`src/rtl/cfi_pkg.sv`:
```
// Shared types, command codes and the query table of the flash command engine.
`timescale 1ns / 1ps
`default_nettype none

package cfi_pkg;

    localparam int unsigned BUS_BYTES     = 1;
    localparam int unsigned QUERY_ENTRIES = 64;
    localparam int unsigned QUERY_AW      = $clog2(QUERY_ENTRIES);

    localparam logic [7:0] CMD_READ_ARRAY    = 8'h00;
    localparam logic [7:0] CMD_PROGRAM       = 8'h10;
    localparam logic [7:0] CMD_PROGRAM_ALT   = 8'h40;
    localparam logic [7:0] CMD_ERASE         = 8'h20;
    localparam logic [7:0] CMD_ERASE_ALT     = 8'h28;
    localparam logic [7:0] CMD_LOCK          = 8'h60;
    localparam logic [7:0] CMD_QUERY         = 8'h98;
    localparam logic [7:0] CMD_BUFFER_WRITE  = 8'he8;
    localparam logic [7:0] CMD_READ_STATUS   = 8'h70;
    localparam logic [7:0] CMD_READ_ID       = 8'h90;
    localparam logic [7:0] CMD_CLEAR_STATUS  = 8'h50;
    localparam logic [7:0] CMD_CONFIRM       = 8'hd0;
    localparam logic [7:0] CMD_LOCK_CONFIRM  = 8'h01;
    localparam logic [7:0] CMD_RESET         = 8'hff;

    localparam logic [7:0] STAT_READY        = 8'h80;
    localparam logic [7:0] STAT_PROGRAM_ERR  = 8'h10;

    localparam logic OP_READ  = 1'b0;
    localparam logic OP_WRITE = 1'b1;

    typedef struct packed {
        logic       store_en;
        logic       array_rd;
        logic [7:0] rd_byte;
    } cmd_resp_t;

    function automatic logic [7:0] query_byte(input logic [QUERY_AW-1:0] idx);
        logic [7:0] val;
        case (idx)
            6'h10:   val = 8'h51;
            6'h11:   val = 8'h52;
            6'h12:   val = 8'h59;
            6'h13:   val = 8'h01;
            6'h15:   val = 8'h31;
            6'h1b:   val = 8'h45;
            6'h1c:   val = 8'h55;
            6'h1f:   val = 8'h07;
            6'h20:   val = 8'h07;
            6'h21:   val = 8'h0a;
            6'h23:   val = 8'h04;
            6'h24:   val = 8'h04;
            6'h25:   val = 8'h04;
            6'h27:   val = 8'h22;
            6'h28:   val = 8'h02;
            6'h2a:   val = 8'h08;
            6'h2c:   val = 8'h01;
            6'h2d:   val = 8'hff;
            6'h2e:   val = 8'h03;
            6'h2f:   val = 8'h10;
            6'h31:   val = 8'h50;
            6'h32:   val = 8'h52;
            6'h33:   val = 8'h49;
            6'h34:   val = 8'h31;
            6'h35:   val = 8'h30;
            6'h3f:   val = 8'h01;
            default: val = 8'h00;
        endcase
        return val;
    endfunction

endpackage

`default_nettype wire

```
`src/rtl/cfi_cmd_decoder.sv`:
```
// Command state machine: command code, write cycle, status and buffer countdown.
`timescale 1ns / 1ps
`default_nettype none

module cfi_cmd_decoder (
    input  wire logic                         clk,
    input  wire logic                         rst_n,
    input  wire logic                         accept,
    input  wire logic                         opcode,
    input  wire logic                         in_range,
    input  wire logic [cfi_pkg::QUERY_AW-1:0] query_idx,
    input  wire logic [7:0]                   write_data,
    output cfi_pkg::cmd_resp_t                resp
);

    typedef enum logic [1:0] {
        WC_FIRST,
        WC_SECOND,
        WC_DATA,
        WC_CONFIRM
    } wcycle_t;

    logic [7:0] cmd_reg, cmd_next;
    wcycle_t    wc_reg, wc_next;
    logic [7:0] status_reg, status_next;
    logic [7:0] count_reg, count_next;

    always_comb
    begin
        cmd_next      = cmd_reg;
        wc_next       = wc_reg;
        status_next   = status_reg;
        count_next    = count_reg;
        resp.store_en = 1'b0;
        resp.array_rd = 1'b0;
        resp.rd_byte  = 8'h00;

        if (opcode == cfi_pkg::OP_WRITE)
        begin
            unique case (wc_reg)
                WC_FIRST:
                begin
                    unique case (write_data) inside
                        cfi_pkg::CMD_PROGRAM, cfi_pkg::CMD_PROGRAM_ALT,
                        cfi_pkg::CMD_ERASE, cfi_pkg::CMD_ERASE_ALT,
                        cfi_pkg::CMD_LOCK, cfi_pkg::CMD_QUERY:
                        begin
                            cmd_next = write_data;
                            wc_next  = WC_SECOND;
                        end
                        cfi_pkg::CMD_BUFFER_WRITE:
                        begin
                            status_next = status_reg | cfi_pkg::STAT_READY;
                            cmd_next    = write_data;
                            wc_next     = WC_SECOND;
                        end
                        cfi_pkg::CMD_READ_STATUS, cfi_pkg::CMD_READ_ID:
                        begin
                            cmd_next = write_data;
                        end
                        cfi_pkg::CMD_CLEAR_STATUS:
                        begin
                            status_next = 8'h00;
                            cmd_next    = cfi_pkg::CMD_READ_ARRAY;
                            wc_next     = WC_FIRST;
                        end
                        default:
                        begin
                            cmd_next = cfi_pkg::CMD_READ_ARRAY;
                            wc_next  = WC_FIRST;
                        end
                    endcase
                end
                WC_SECOND:
                begin
                    unique case (cmd_reg) inside
                        cfi_pkg::CMD_PROGRAM, cfi_pkg::CMD_PROGRAM_ALT:
                        begin
                            resp.store_en = in_range;
                            status_next   = status_reg | cfi_pkg::STAT_READY;
                            wc_next       = WC_FIRST;
                        end
                        cfi_pkg::CMD_ERASE, cfi_pkg::CMD_ERASE_ALT:
                        begin
                            if (write_data == cfi_pkg::CMD_CONFIRM)
                            begin
                                wc_next     = WC_FIRST;
                                status_next = status_reg | cfi_pkg::STAT_READY;
                            end
                            else
                            begin
                                cmd_next = cfi_pkg::CMD_READ_ARRAY;
                                wc_next  = WC_FIRST;
                            end
                        end
                        cfi_pkg::CMD_LOCK:
                        begin
                            if (write_data == cfi_pkg::CMD_CONFIRM ||
                                write_data == cfi_pkg::CMD_LOCK_CONFIRM)
                            begin
                                wc_next     = WC_FIRST;
                                status_next = status_reg | cfi_pkg::STAT_READY;
                            end
                            else
                            begin
                                cmd_next = cfi_pkg::CMD_READ_ARRAY;
                                wc_next  = WC_FIRST;
                            end
                        end
                        cfi_pkg::CMD_BUFFER_WRITE:
                        begin
                            count_next = write_data;
                            wc_next    = WC_DATA;
                        end
                        cfi_pkg::CMD_QUERY:
                        begin
                            if (write_data == cfi_pkg::CMD_RESET)
                            begin
                                cmd_next = cfi_pkg::CMD_READ_ARRAY;
                                wc_next  = WC_FIRST;
                            end
                        end
                        default:
                        begin
                            cmd_next = cfi_pkg::CMD_READ_ARRAY;
                            wc_next  = WC_FIRST;
                        end
                    endcase
                end
                WC_DATA:
                begin
                    if (cmd_reg == cfi_pkg::CMD_BUFFER_WRITE)
                    begin
                        resp.store_en = in_range;
                        status_next   = status_reg | cfi_pkg::STAT_READY;
                        if (count_reg == 8'h00)
                        begin
                            wc_next = WC_CONFIRM;
                        end
                        else
                        begin
                            count_next = count_reg - 8'd1;
                        end
                    end
                    else
                    begin
                        cmd_next = cfi_pkg::CMD_READ_ARRAY;
                        wc_next  = WC_FIRST;
                    end
                end
                WC_CONFIRM:
                begin
                    if (cmd_reg == cfi_pkg::CMD_BUFFER_WRITE &&
                        write_data == cfi_pkg::CMD_CONFIRM &&
                        (status_reg & cfi_pkg::STAT_PROGRAM_ERR) == 8'h00)
                    begin
                        wc_next     = WC_FIRST;
                        status_next = status_reg | cfi_pkg::STAT_READY;
                    end
                    else
                    begin
                        cmd_next = cfi_pkg::CMD_READ_ARRAY;
                        wc_next  = WC_FIRST;
                    end
                end
            endcase
        end
        else
        begin
            unique case (cmd_reg) inside
                cfi_pkg::CMD_PROGRAM, cfi_pkg::CMD_PROGRAM_ALT,
                cfi_pkg::CMD_ERASE, cfi_pkg::CMD_ERASE_ALT,
                cfi_pkg::CMD_CLEAR_STATUS, cfi_pkg::CMD_LOCK,
                cfi_pkg::CMD_READ_STATUS, cfi_pkg::CMD_BUFFER_WRITE:
                begin
                    resp.rd_byte = status_reg;
                end
                cfi_pkg::CMD_READ_ID:
                begin
                    resp.rd_byte = 8'h00;
                end
                cfi_pkg::CMD_QUERY:
                begin
                    resp.rd_byte = cfi_pkg::query_byte(query_idx);
                end
                cfi_pkg::CMD_READ_ARRAY:
                begin
                    resp.array_rd = in_range;
                end
                default:
                begin
                    // An unknown mode falls back to read array before the access.
                    cmd_next      = cfi_pkg::CMD_READ_ARRAY;
                    wc_next       = WC_FIRST;
                    resp.array_rd = in_range;
                end
            endcase
        end
    end

    always_ff @(posedge clk or negedge rst_n)
    begin
        if (!rst_n)
        begin
            cmd_reg    <= cfi_pkg::CMD_READ_ARRAY;
            wc_reg     <= WC_FIRST;
            status_reg <= 8'h00;
            count_reg  <= 8'h00;
        end
        else if (accept)
        begin
            cmd_reg    <= cmd_next;
            wc_reg     <= wc_next;
            status_reg <= status_next;
            count_reg  <= count_next;
        end
    end

endmodule

`default_nettype wire

```
`config.mk`:
```
export PLATFORM = sky130hd
export DESIGN_NAME = cfi_cmd_decoder
export DESIGN_NICKNAME = d
export VERILOG_FILES = /design/src/rtl/cfi_pkg.sv /design/src/rtl/cfi_cmd_decoder.sv
export SDC_FILE = /design/constraint.sdc
export NUM_CORES = 1
export LEC_CHECK = 0
export BUFFER_PORTS_ARGS = -buffer_cell sky130_fd_sc_hd__buf_4
export CAP_MARGIN = 20
export CORE_ASPECT_RATIO = 1.5
export CORE_MARGIN = 1.5
export CORE_UTILIZATION = 55
export DETAILED_ROUTE_END_ITERATION = 7
export PLACE_DENSITY = 0.76
export SLEW_MARGIN = 20
export SYNTH_ARGS = -nofsm -noshare
export SYNTH_HDL_FRONTEND = slang
export SYNTH_SLANG_ARGS = --single-unit
```
`constraint.sdc`:
```
create_clock -name clk -period 5 [get_ports clk]
set_input_delay 0 -clock clk [delete_from_list [all_inputs] [get_ports clk]]
set_output_delay 0 -clock clk [all_outputs]
set_load 0.005 [all_outputs]
```
==> results.md, run 1 <==
- Result of the run: finished clean
- Post-CTS Setup Bufs: 0
- H-Tree Depth: 1
- RSZ-0062 raised after global routing: false
- Worst R2R Setup Slack: about 2.3 ns
- Detail Route Antenna Nets: 0
- Die height: between 80 and 90 µm
- Share of post-route cells with drive strength above 1: between 15 and 20%
- Simple-Gate Fraction of Synth Area: about a third
- Crit path from: wc_reg[0]
- Core Box Area: approximately 4000 µm²
- Setup TNS: 0 ns
- Gate power share: 28.0%
- Crit. End Element: flop
- Top-count cell post-synth: nand2_1
- P&R area growth vs syn: 9.543%
- Post-synthesis mux area share: 4.074%
- WL per Instance: around 16 µm
- Diodes inserted: 0
- Combinational family with the most area after synthesis: simple AND/OR/NAND/NOR gates
- Synth top area share: 21.21%
- Worst-case headroom to the max-slew limit: 44.05%
- Final period util: a little over half
- Final hold violation count: 0
- Clock tree buffer depth: 2
- Clk slew on worst S/H paths: ~0.08 ns
- GR Util All Layers: 27.97%
- Xor/xnor share of the synthesized area: less than 1%
- Max-cap viol count: 0
- Top_reg_cell synth: dfrtp_1
- CTS Buf Count: 3
- Resize count post-CTS: 0
- Synthesized area: 2242 µm²
- Reg-to-Reg Start: wc_reg[0]
- CTS tree: done
- Die area: ~4500 µm²
- Worst setup SP type: flop
- Worst EP arrival: ~2.8 ns
- EDFF count, synth: 0
- Global-route wire length before repair: 9259 µm
- Max VDD drop: approximately 150 µV
- Synth Area in Compound Gates: between 20% and 30%
- Largest area contributor in the netlist: dfrtp_1
- Adder-Cell Fraction of Synth Area: under 10%
- Seq/Total Area, Yosys: between 20% and 30%
- Initial Util: between 50% and 60%
- Clock power share: 28.6%
- Fin. max-slew vios: 0
- Grt ovf: 0
- IO Count: 29
- Die X: ~55 µm
- Leakage power: about 0.0010 µW
- Top post-synthesis cells by area: dfrtp_1, ha_1, o21ai_0, a21oi_1, nand2_1
- Reg2reg path depth: 7
- DRC: 0
- Dpl cells: approximately 350
- Worst Max-Slew Pin Slew: 0.8393 ns
- Worst Path Required: ~5.1 ns
- Largest net degree at the start of global routing: 22
- Avg Cell Area, Syn: roughly 7.5 µm²
- P per Cell Area: ~160 nW/µm²
- Clk sink count: 19
- Switching share of power: between 30% and 40%
- Via count of the first global-routing pass: 2,057
- FF-to-FF End: count_reg[7]
- Yosys reg bits: 19
- Vias per inst: approximately 6.4
- Cell variety after synth: 70
- WL final: slightly below 6000 µm
- First-pass detailed-route iteration total: 5
- # setup viols final: 0
- Fraction of registers with async set or reset after synthesis: 100.0%
- Clk_lat worst skew: between 0.2 and 0.3 ns
- CP endpoint: count_reg[7]
- Critical path class: reg2reg
- CTS Hold Bufs: 1
- Routed vias: 2,274
- Finished Layout Cells: approximately 360
- Post-Syn Nets: between 300 and 400
- Post-synthesis cell count: between 200 and 300
- Initial antenna violation count: 0
- Post-route worst setup slack: roughly 2.3 ns
- F_max: 0.3757 GHz
- Yosys warning count: 0
- DR iter-0 viols: 93
- Layout Nets: approximately 350
- Post-DP HPWL: 4384 µm
- Row Count: 28
- Root Driver: clkbuf_8
- Final min period: between 2 and 3 ns
- Hold Crit Class: in2reg
- Pre-CTS WS: around 2.4 ns
- # port buffers: 28
- HP Start: write_data[5]
- Worst-path fanout max: 21
- Power dissipated by switching net loads: 126.3 µW
- Total Power: a little under 400 µW
- Int Pwr: 263.4 µW
- Skew final: 0.005961 ns
- Sequential share of power: 43.5%
- Top post-synthesis cells by count: nand2_1, nor2_1, o21ai_0
- Gpl congestion: 0.9453
[worst min-delay path by stage]
stage | end | cells after the start
5_1_grt | cmd_reg[5] | 3
3_3_place_gp | status_reg[7] | 1
2_1_floorplan | cmd_reg[0] | 0
4_1_cts | cmd_reg[5] | 3
3_5_place_dp | status_reg[7] | 1
6_report | cmd_reg[5] | 3
[stage by stage]
stage	instance area, µm²	util (%)	hold slack [ns]
after floorplan	2242	-	-0.2956
after global placement	2401	61.19	-0.1073
after detailed placement	2401	61.19	-0.1049
after CTS	2456	62.60	0.05157
after global routing	2456	62.60	0.04287
final	2456	62.60	0.05625
[cell usage in the layout (no fill, tap or decap), types with 4 or more instances in the layout]
cell type	netlist	final
nor2_1	28	28
nand2_1	29	29
ha_1	13	13
a21oi_1	22	22
and2_1	4	4
dfrtp_1	19	19
nor2b_1	5	5
nand3_1	17	17
o21ai_0	28	28
buf_4	1	28
inv_1	19	19
nor3_1	5	5
nand4_1	4	4
a211oi_1	6	6
mux2i_1	8	8
o22ai_1	4	4
nor3b_1	5	5
[kinds of logic (layout without fill, tap and decap cells)]
group / Yosys count / after routing
simple gates: 128 / 128
compound gates: 91 / 91
buf+inv: 38 / 52
flops: 19 / 19
fa+ha+maj: 13 / 13
mux: 9 / 9
xor+xnor: 1 / 1
[area by class of cell]
cell class                 instances  area [µm²]
multi-input combinational        242        1588
fill                             388        1468
sequential                        19       475.5
timing repair buffer              29       220.2
inverter                          19       71.32
tap                               45       56.30
clock buffer                       4       45.04
[power groups by stage]
stage | clock [µW] | sequential (µW) | combinational [µW]
global route | 120 | 170 | 121
global placement | 0 | 172 | 106
detailed placement | 0 | 172 | 107
finish | 111 | 169 | 109
CTS | 112 | 169 | 108
floorplan | 0 | 168 | 75.5
[per-layer routing]
layer	up-vias	routed length, µm	track usage (%)
met1	1083	2337	29.11
met4	0	123	9.756
met3	13	142	2.757
li1	1121	-	-
met5	-	0	0
met2	57	3172	54.40
[critical path, cell delays in order, from the launching register on]
cell and delay [ns]:
dfrtp_1 0.41, inv_1 0.11, ha_1 0.61, nor2_1 0.21, a2111oi_4 0.82, nand3_1 0.14
o21ai_0 0.13, a21oi_1 0.09
Note: power is estimated with default switching activity, not from simulation.
==> inputs of run 2 (changes only) <==
Clock period 5 ns to 2.5 ns, I/O delays scaled along.
==> results.md, run 2 (synthesized netlist as in run 1, its figures left out) <==
- Share of post-route cells with drive strength above 1: between 10% and 20%
- Most common cell after layout, fill and taps aside: buf_4
- Worst-case headroom to the max-slew limit: between 70% and 80%
- Fin. max-slew vios: 0
- Critical-path top delay cell: or4_1
- Total Power: between 700 and 800 µW
- Root Driver: clkbuf_8
- H-Tree Depth: 1
- Clk_lat worst skew: 0.26 ns
- WL final: ~5800 µm
- Worst Path Required: approximately 2.6 ns
- Worst setup SP type: flop
- WHS: between 0.03 and 0.04 ns
- Setup TNS: 0 ns
- Result of the run: finished clean
- Max-cap viol count: 0
- DRC: 0
- Vias per inst: roughly 6.3
- Initial Util: a little under three fifths
- Critical path class: reg2reg
- # setup viols final: 0
- Clk slew on worst S/H paths: about 0.080 ns
- Crit. End Element: flop
- Die area: 4477 µm²
- GR Util All Layers: between 20% and 30%
- Row Count: 28
- Grt ovf: 0
- CTS tree: done
- Worst Max-Slew Pin Slew: just over 0.4 ns
- Layout Nets: roughly 350
- Post-DP HPWL: approximately 4500 µm
- CTS Buf Count: 3
- P per Cell Area: approximately 310 nW/µm²
- Final hold violation count: 0
- Die X: roughly 55 µm
- Die height: around 80 µm
- # port buffers: 28
- RSZ-0062 raised after global routing: false
- Worst EP arrival: approximately 2.3 ns
- WL per Instance: around 16 µm
- Clock tree buffer depth: 2
- Hold Crit Class: in2reg
- Detail Route Antenna Nets: 0
- Largest net degree at the start of global routing: 22
- Gpl congestion: around 0.9
- Dpl cells: 355
- IO Count: 29
- Routed vias: 2,279
- Delay-heaviest family, CP: simple AND/OR/NAND/NOR gates
- Worst-path fanout max: 12
- Final period util: 87.30%
- Initial antenna violation count: 0
- Clk sink count: 19
- Highest-count cells in the layout ignoring fill and taps: buf_4, nand2_1, nor2_1, o21ai_0, a21oi_1
- First-pass detailed-route iteration total: 4
- Resize count post-CTS: 0
- F_max: 0.4582 GHz
- Final Util: a little under two thirds
- Skew final: about 0.0053 ns
- Diodes inserted: 0
- Critical-path cell list: inv_1, nor4_1, nand3_1, or4_1, o22ai_1, a21oi_1
- Leakage power: approximately 0.0010 µW
- Core Box Area: approximately 3900 µm²
- Buf/Inv on CP: 1
- Global-route wire length before repair: ~9600 µm
- Via count of the first global-routing pass: between 2k and 2.5k
- Final min period: between 2 and 2.5 ns
- P&R area growth vs syn: 11.38%
- Max VDD drop: 212.6 µV
- DR iter-0 viols: between 60 and 70
- Finished Layout Cells: between 300 and 400
- CP peak stage delay: around 0.57 ns
[run 2: per-layer routing]
metal	track usage (%)	vias up	share of wire, %
met5	0	-	0
met4	17.32	0	4.4
met3	4.596	21	3.3
met2	51.07	78	54
met1	29.77	1058	38
li1	-	1122	-
[run 2: where the power goes]
part,switching (µW),internal [µW]
logic,126,93.5
clock network,116,113
registers,15.2,320
[run 2: what timing repair did]
action,CTS,global route
hold buffers,1,0
hold endpoints to repair,19,0
buffers inserted,0,3
setup endpoints to repair,0,1
[run 2: metrics by stage]
stage / cell area, µm² / setup WS (ns)
floorplan: 2242 / 0.5633
global placement: 2416 / 0.3512
detailed placement: 2416 / 0.2574
CTS: 2475 / 0.2505
global route: 2497 / 0.2136
finish: 2497 / 0.3174
[run 2: final cells by class]
type                       instances  area (µm²)
clock buffer                       3       41.29
clock inverter                     1       7.507
tap                               45       56.30
sequential                        19       475.5
inverter                          19       71.32
multi-input combinational        242        1588
fill                             355        1426
timing repair buffer              34       257.7
[run 2: worst paths after layout]
kind / start / end / slack, ns / cells after the start
worst max-delay path: cmd_reg[6] / count_reg[7] / 0.32 / 6
worst min-delay path: write_data[3] / cmd_reg[3] / 0.04 / 3
worst max register to register: cmd_reg[6] / count_reg[7] / 0.32 / 6
worst min register to register: status_reg[7] / status_reg[7] / 0.50 / 1
max in group asynchronous: rst_n / status_reg[7] / 2.16 / 2
min in group asynchronous: rst_n / count_reg[5] / 0.14 / 2
[run 2: worst reg2reg max path: cells and delay by family, from the launching register on]
family          cells  cell delay (ns)
compound gates      2             0.25
simple gates        3             1.07
flops               1             0.56
buf+inv             1             0.18
==> inputs of run 3 (changes only) <==
Settings changed: CAP_MARGIN 20 to unset, RECOVER_POWER set to 50.
==> results.md, run 3 (synthesized netlist as in run 1, its figures left out) <==
- Result of the run: finished clean
- Core Box Area: around 3900 µm²
- F_max: ~0.45 GHz
- Area after DPL: 2416 µm²
- Global-route wire length before repair: 9577 µm
- Worst R2R Setup Slack: 0.28 ns
- Area of the multi-input gates: 1572 µm²
- Die X: roughly 55 µm
- Fin area: around 2500 µm²
- Worst Max-Slew Pin Slew: between 1 and 1.5 ns
- H-Tree Depth: 1
- Worst setup SP type: flop
- Critical path class: reg2reg
- RSZ-0062 raised after global routing: false
- Worst-case headroom to the max-slew limit: just under 30%
- Share of post-route cells with drive strength above 1: roughly 17%
- Root Driver: clkbuf_8
- CTS Buf Count: 3
- Storage element area: 475.5 µm²
- Worst hold stages: 3
- Clk sink count: 19
- Crit. End Element: flop
- Final period util: between 80% and 90%
- Fillers: 360
- IO Count: 29
- Max VDD drop: 211.4 µV
- Resize count post-CTS: 0
- WL final: just under 6000 µm
- P&R area growth vs syn: 10.49%
- Via count of the first global-routing pass: between 2k and 2.5k
- Layout Nets: about 350
- Leakage power: between 0.001 and 0.0015 µW
- Grt ovf: 0
- Max-cap viol count: 0
- WL per Instance: about 16 µm
- Routed vias: 2,306
- Worst EP arrival: approximately 2.4 ns
- Reg-to-Reg Start: count_reg[4]
- Hold Crit Class: in2reg
- Clock tree buffer depth: 2
- Worst-path fanout max: 14
- Initial antenna violation count: 0
- # port buffers: 28
- Most common cell after layout, fill and taps aside: buf_4
- Vias per inst: around 6.4
- First-pass detailed-route iteration total: 5
- Die area: ~4500 µm²
- GR Util All Layers: between 20 and 30%
- P per Cell Area: approximately 320 nW/µm²
- Reg2reg path depth: 7
- Detail Route Antenna Nets: 0
- Worst Path Required: 2.66 ns
- Highest-count cells in the layout ignoring fill and taps: buf_4, nand2_1, nor2_1, o21ai_0, a21oi_1
- Final min period: approximately 2.2 ns
- Clk_lat worst skew: 0.27 ns
- Post-DP HPWL: about 4500 µm
- Fin. max-slew vios: 0
- DRC: 0
- Row Count: 28
- # setup viols final: 0
- Initial Util: 57.14%
- HP Start: write_data[5]
- CTS tree: done
- DR iter-0 viols: 67
- Largest net degree at the start of global routing: 22
- FF-to-FF End: count_reg[5]
- Die height: approximately 80 µm
- Diodes inserted: 0
- Hold endpoint: cmd_reg[5]
- Final hold violation count: 0
- Clk slew on worst S/H paths: 0.08 ns
- Setup TNS: 0 ns
- Skew final: roughly 0.006 ns
- Gpl congestion: ~0.91
[run 3: cell types whose count changed in the layout (fill, tap and decap cells not counted), sizes merged]
cell    previous run  this run
buf               33        31
clkbuf             3         5
[run 3: routing by layer]
| metal | vias up | wire [µm] | global-route usage [%] |
|---|---|---|---|
| li1 | 1126 | - | - |
| met1 | 1072 | 2241 | 29.77 |
| met2 | 82 | 3119 | 51.07 |
| met3 | 26 | 198 | 4.596 |
| met4 | 0 | 277 | 17.32 |
| met5 | - | 0 | 0 |
[run 3: layout make-up]
cell class | instances | share of cell area (%)
multi-input cells | 242 | 63.43
flip-flops and latches | 19 | 19.19
repair buffers | 34 | 10.25
inverters | 19 | 2.879
well taps | 45 | 2.273
clock buffers | 3 | 1.667
clock inverters | 1 | 0.3030
[run 3: timing repair]
item | CTS | global route
endpoints found under the setup margin | 0 | 1
endpoints found under the hold margin | 19 | 0
hold buffers | 1 | 0
setup buffers | 0 | 3
[run 3: worst max-delay path by stage]
stage	startpoint	to	slack [ns]	cells after the start
2_1_floorplan	cmd_reg[5]	status_reg[7]	0.56	7
3_3_place_gp	wc_reg[0]	count_reg[0]	0.35	7
3_5_place_dp	wc_reg[0]	count_reg[0]	0.26	7
4_1_cts	wc_reg[0]	count_reg[0]	0.25	7
5_1_grt	count_reg[4]	count_reg[5]	0.14	7
6_report	count_reg[4]	count_reg[5]	0.28	7
[run 3: critical path, cell delays in order, from the launching register on]
cell	delay, ns
dfrtp_1	0.42
or4_4	0.58
nor4b_2	0.44
a2111oi_4	0.13
buf_4	0.20
buf_4	0.14
a21oi_1	0.13
a21oi_1	0.05
[run 3: where the power goes]
group          internal, µW  switching [µW]
clock network           113             120
registers               320            14.1
logic                  89.3             125
total                   522             259
[run 3: through the flow]
step / setup slack [ns] / hold WS, ns / power (µW) / utilization, % / instances
after detailed placement: 0.2574 / -0.1082 / 557.3 / 61.58 / 355
final: 0.2785 / 0.03324 / 780.8 / 63.14 / 363
after CTS: 0.2505 / 0.04245 / 781.5 / 63.07 / 360
after global routing: 0.1421 / 0.04809 / 822.7 / 63.14 / 363
after floorplan: 0.5633 / -0.2956 / 487.4 / - / 299
after global placement: 0.3512 / -0.1111 / 555.1 / 61.58 / 355
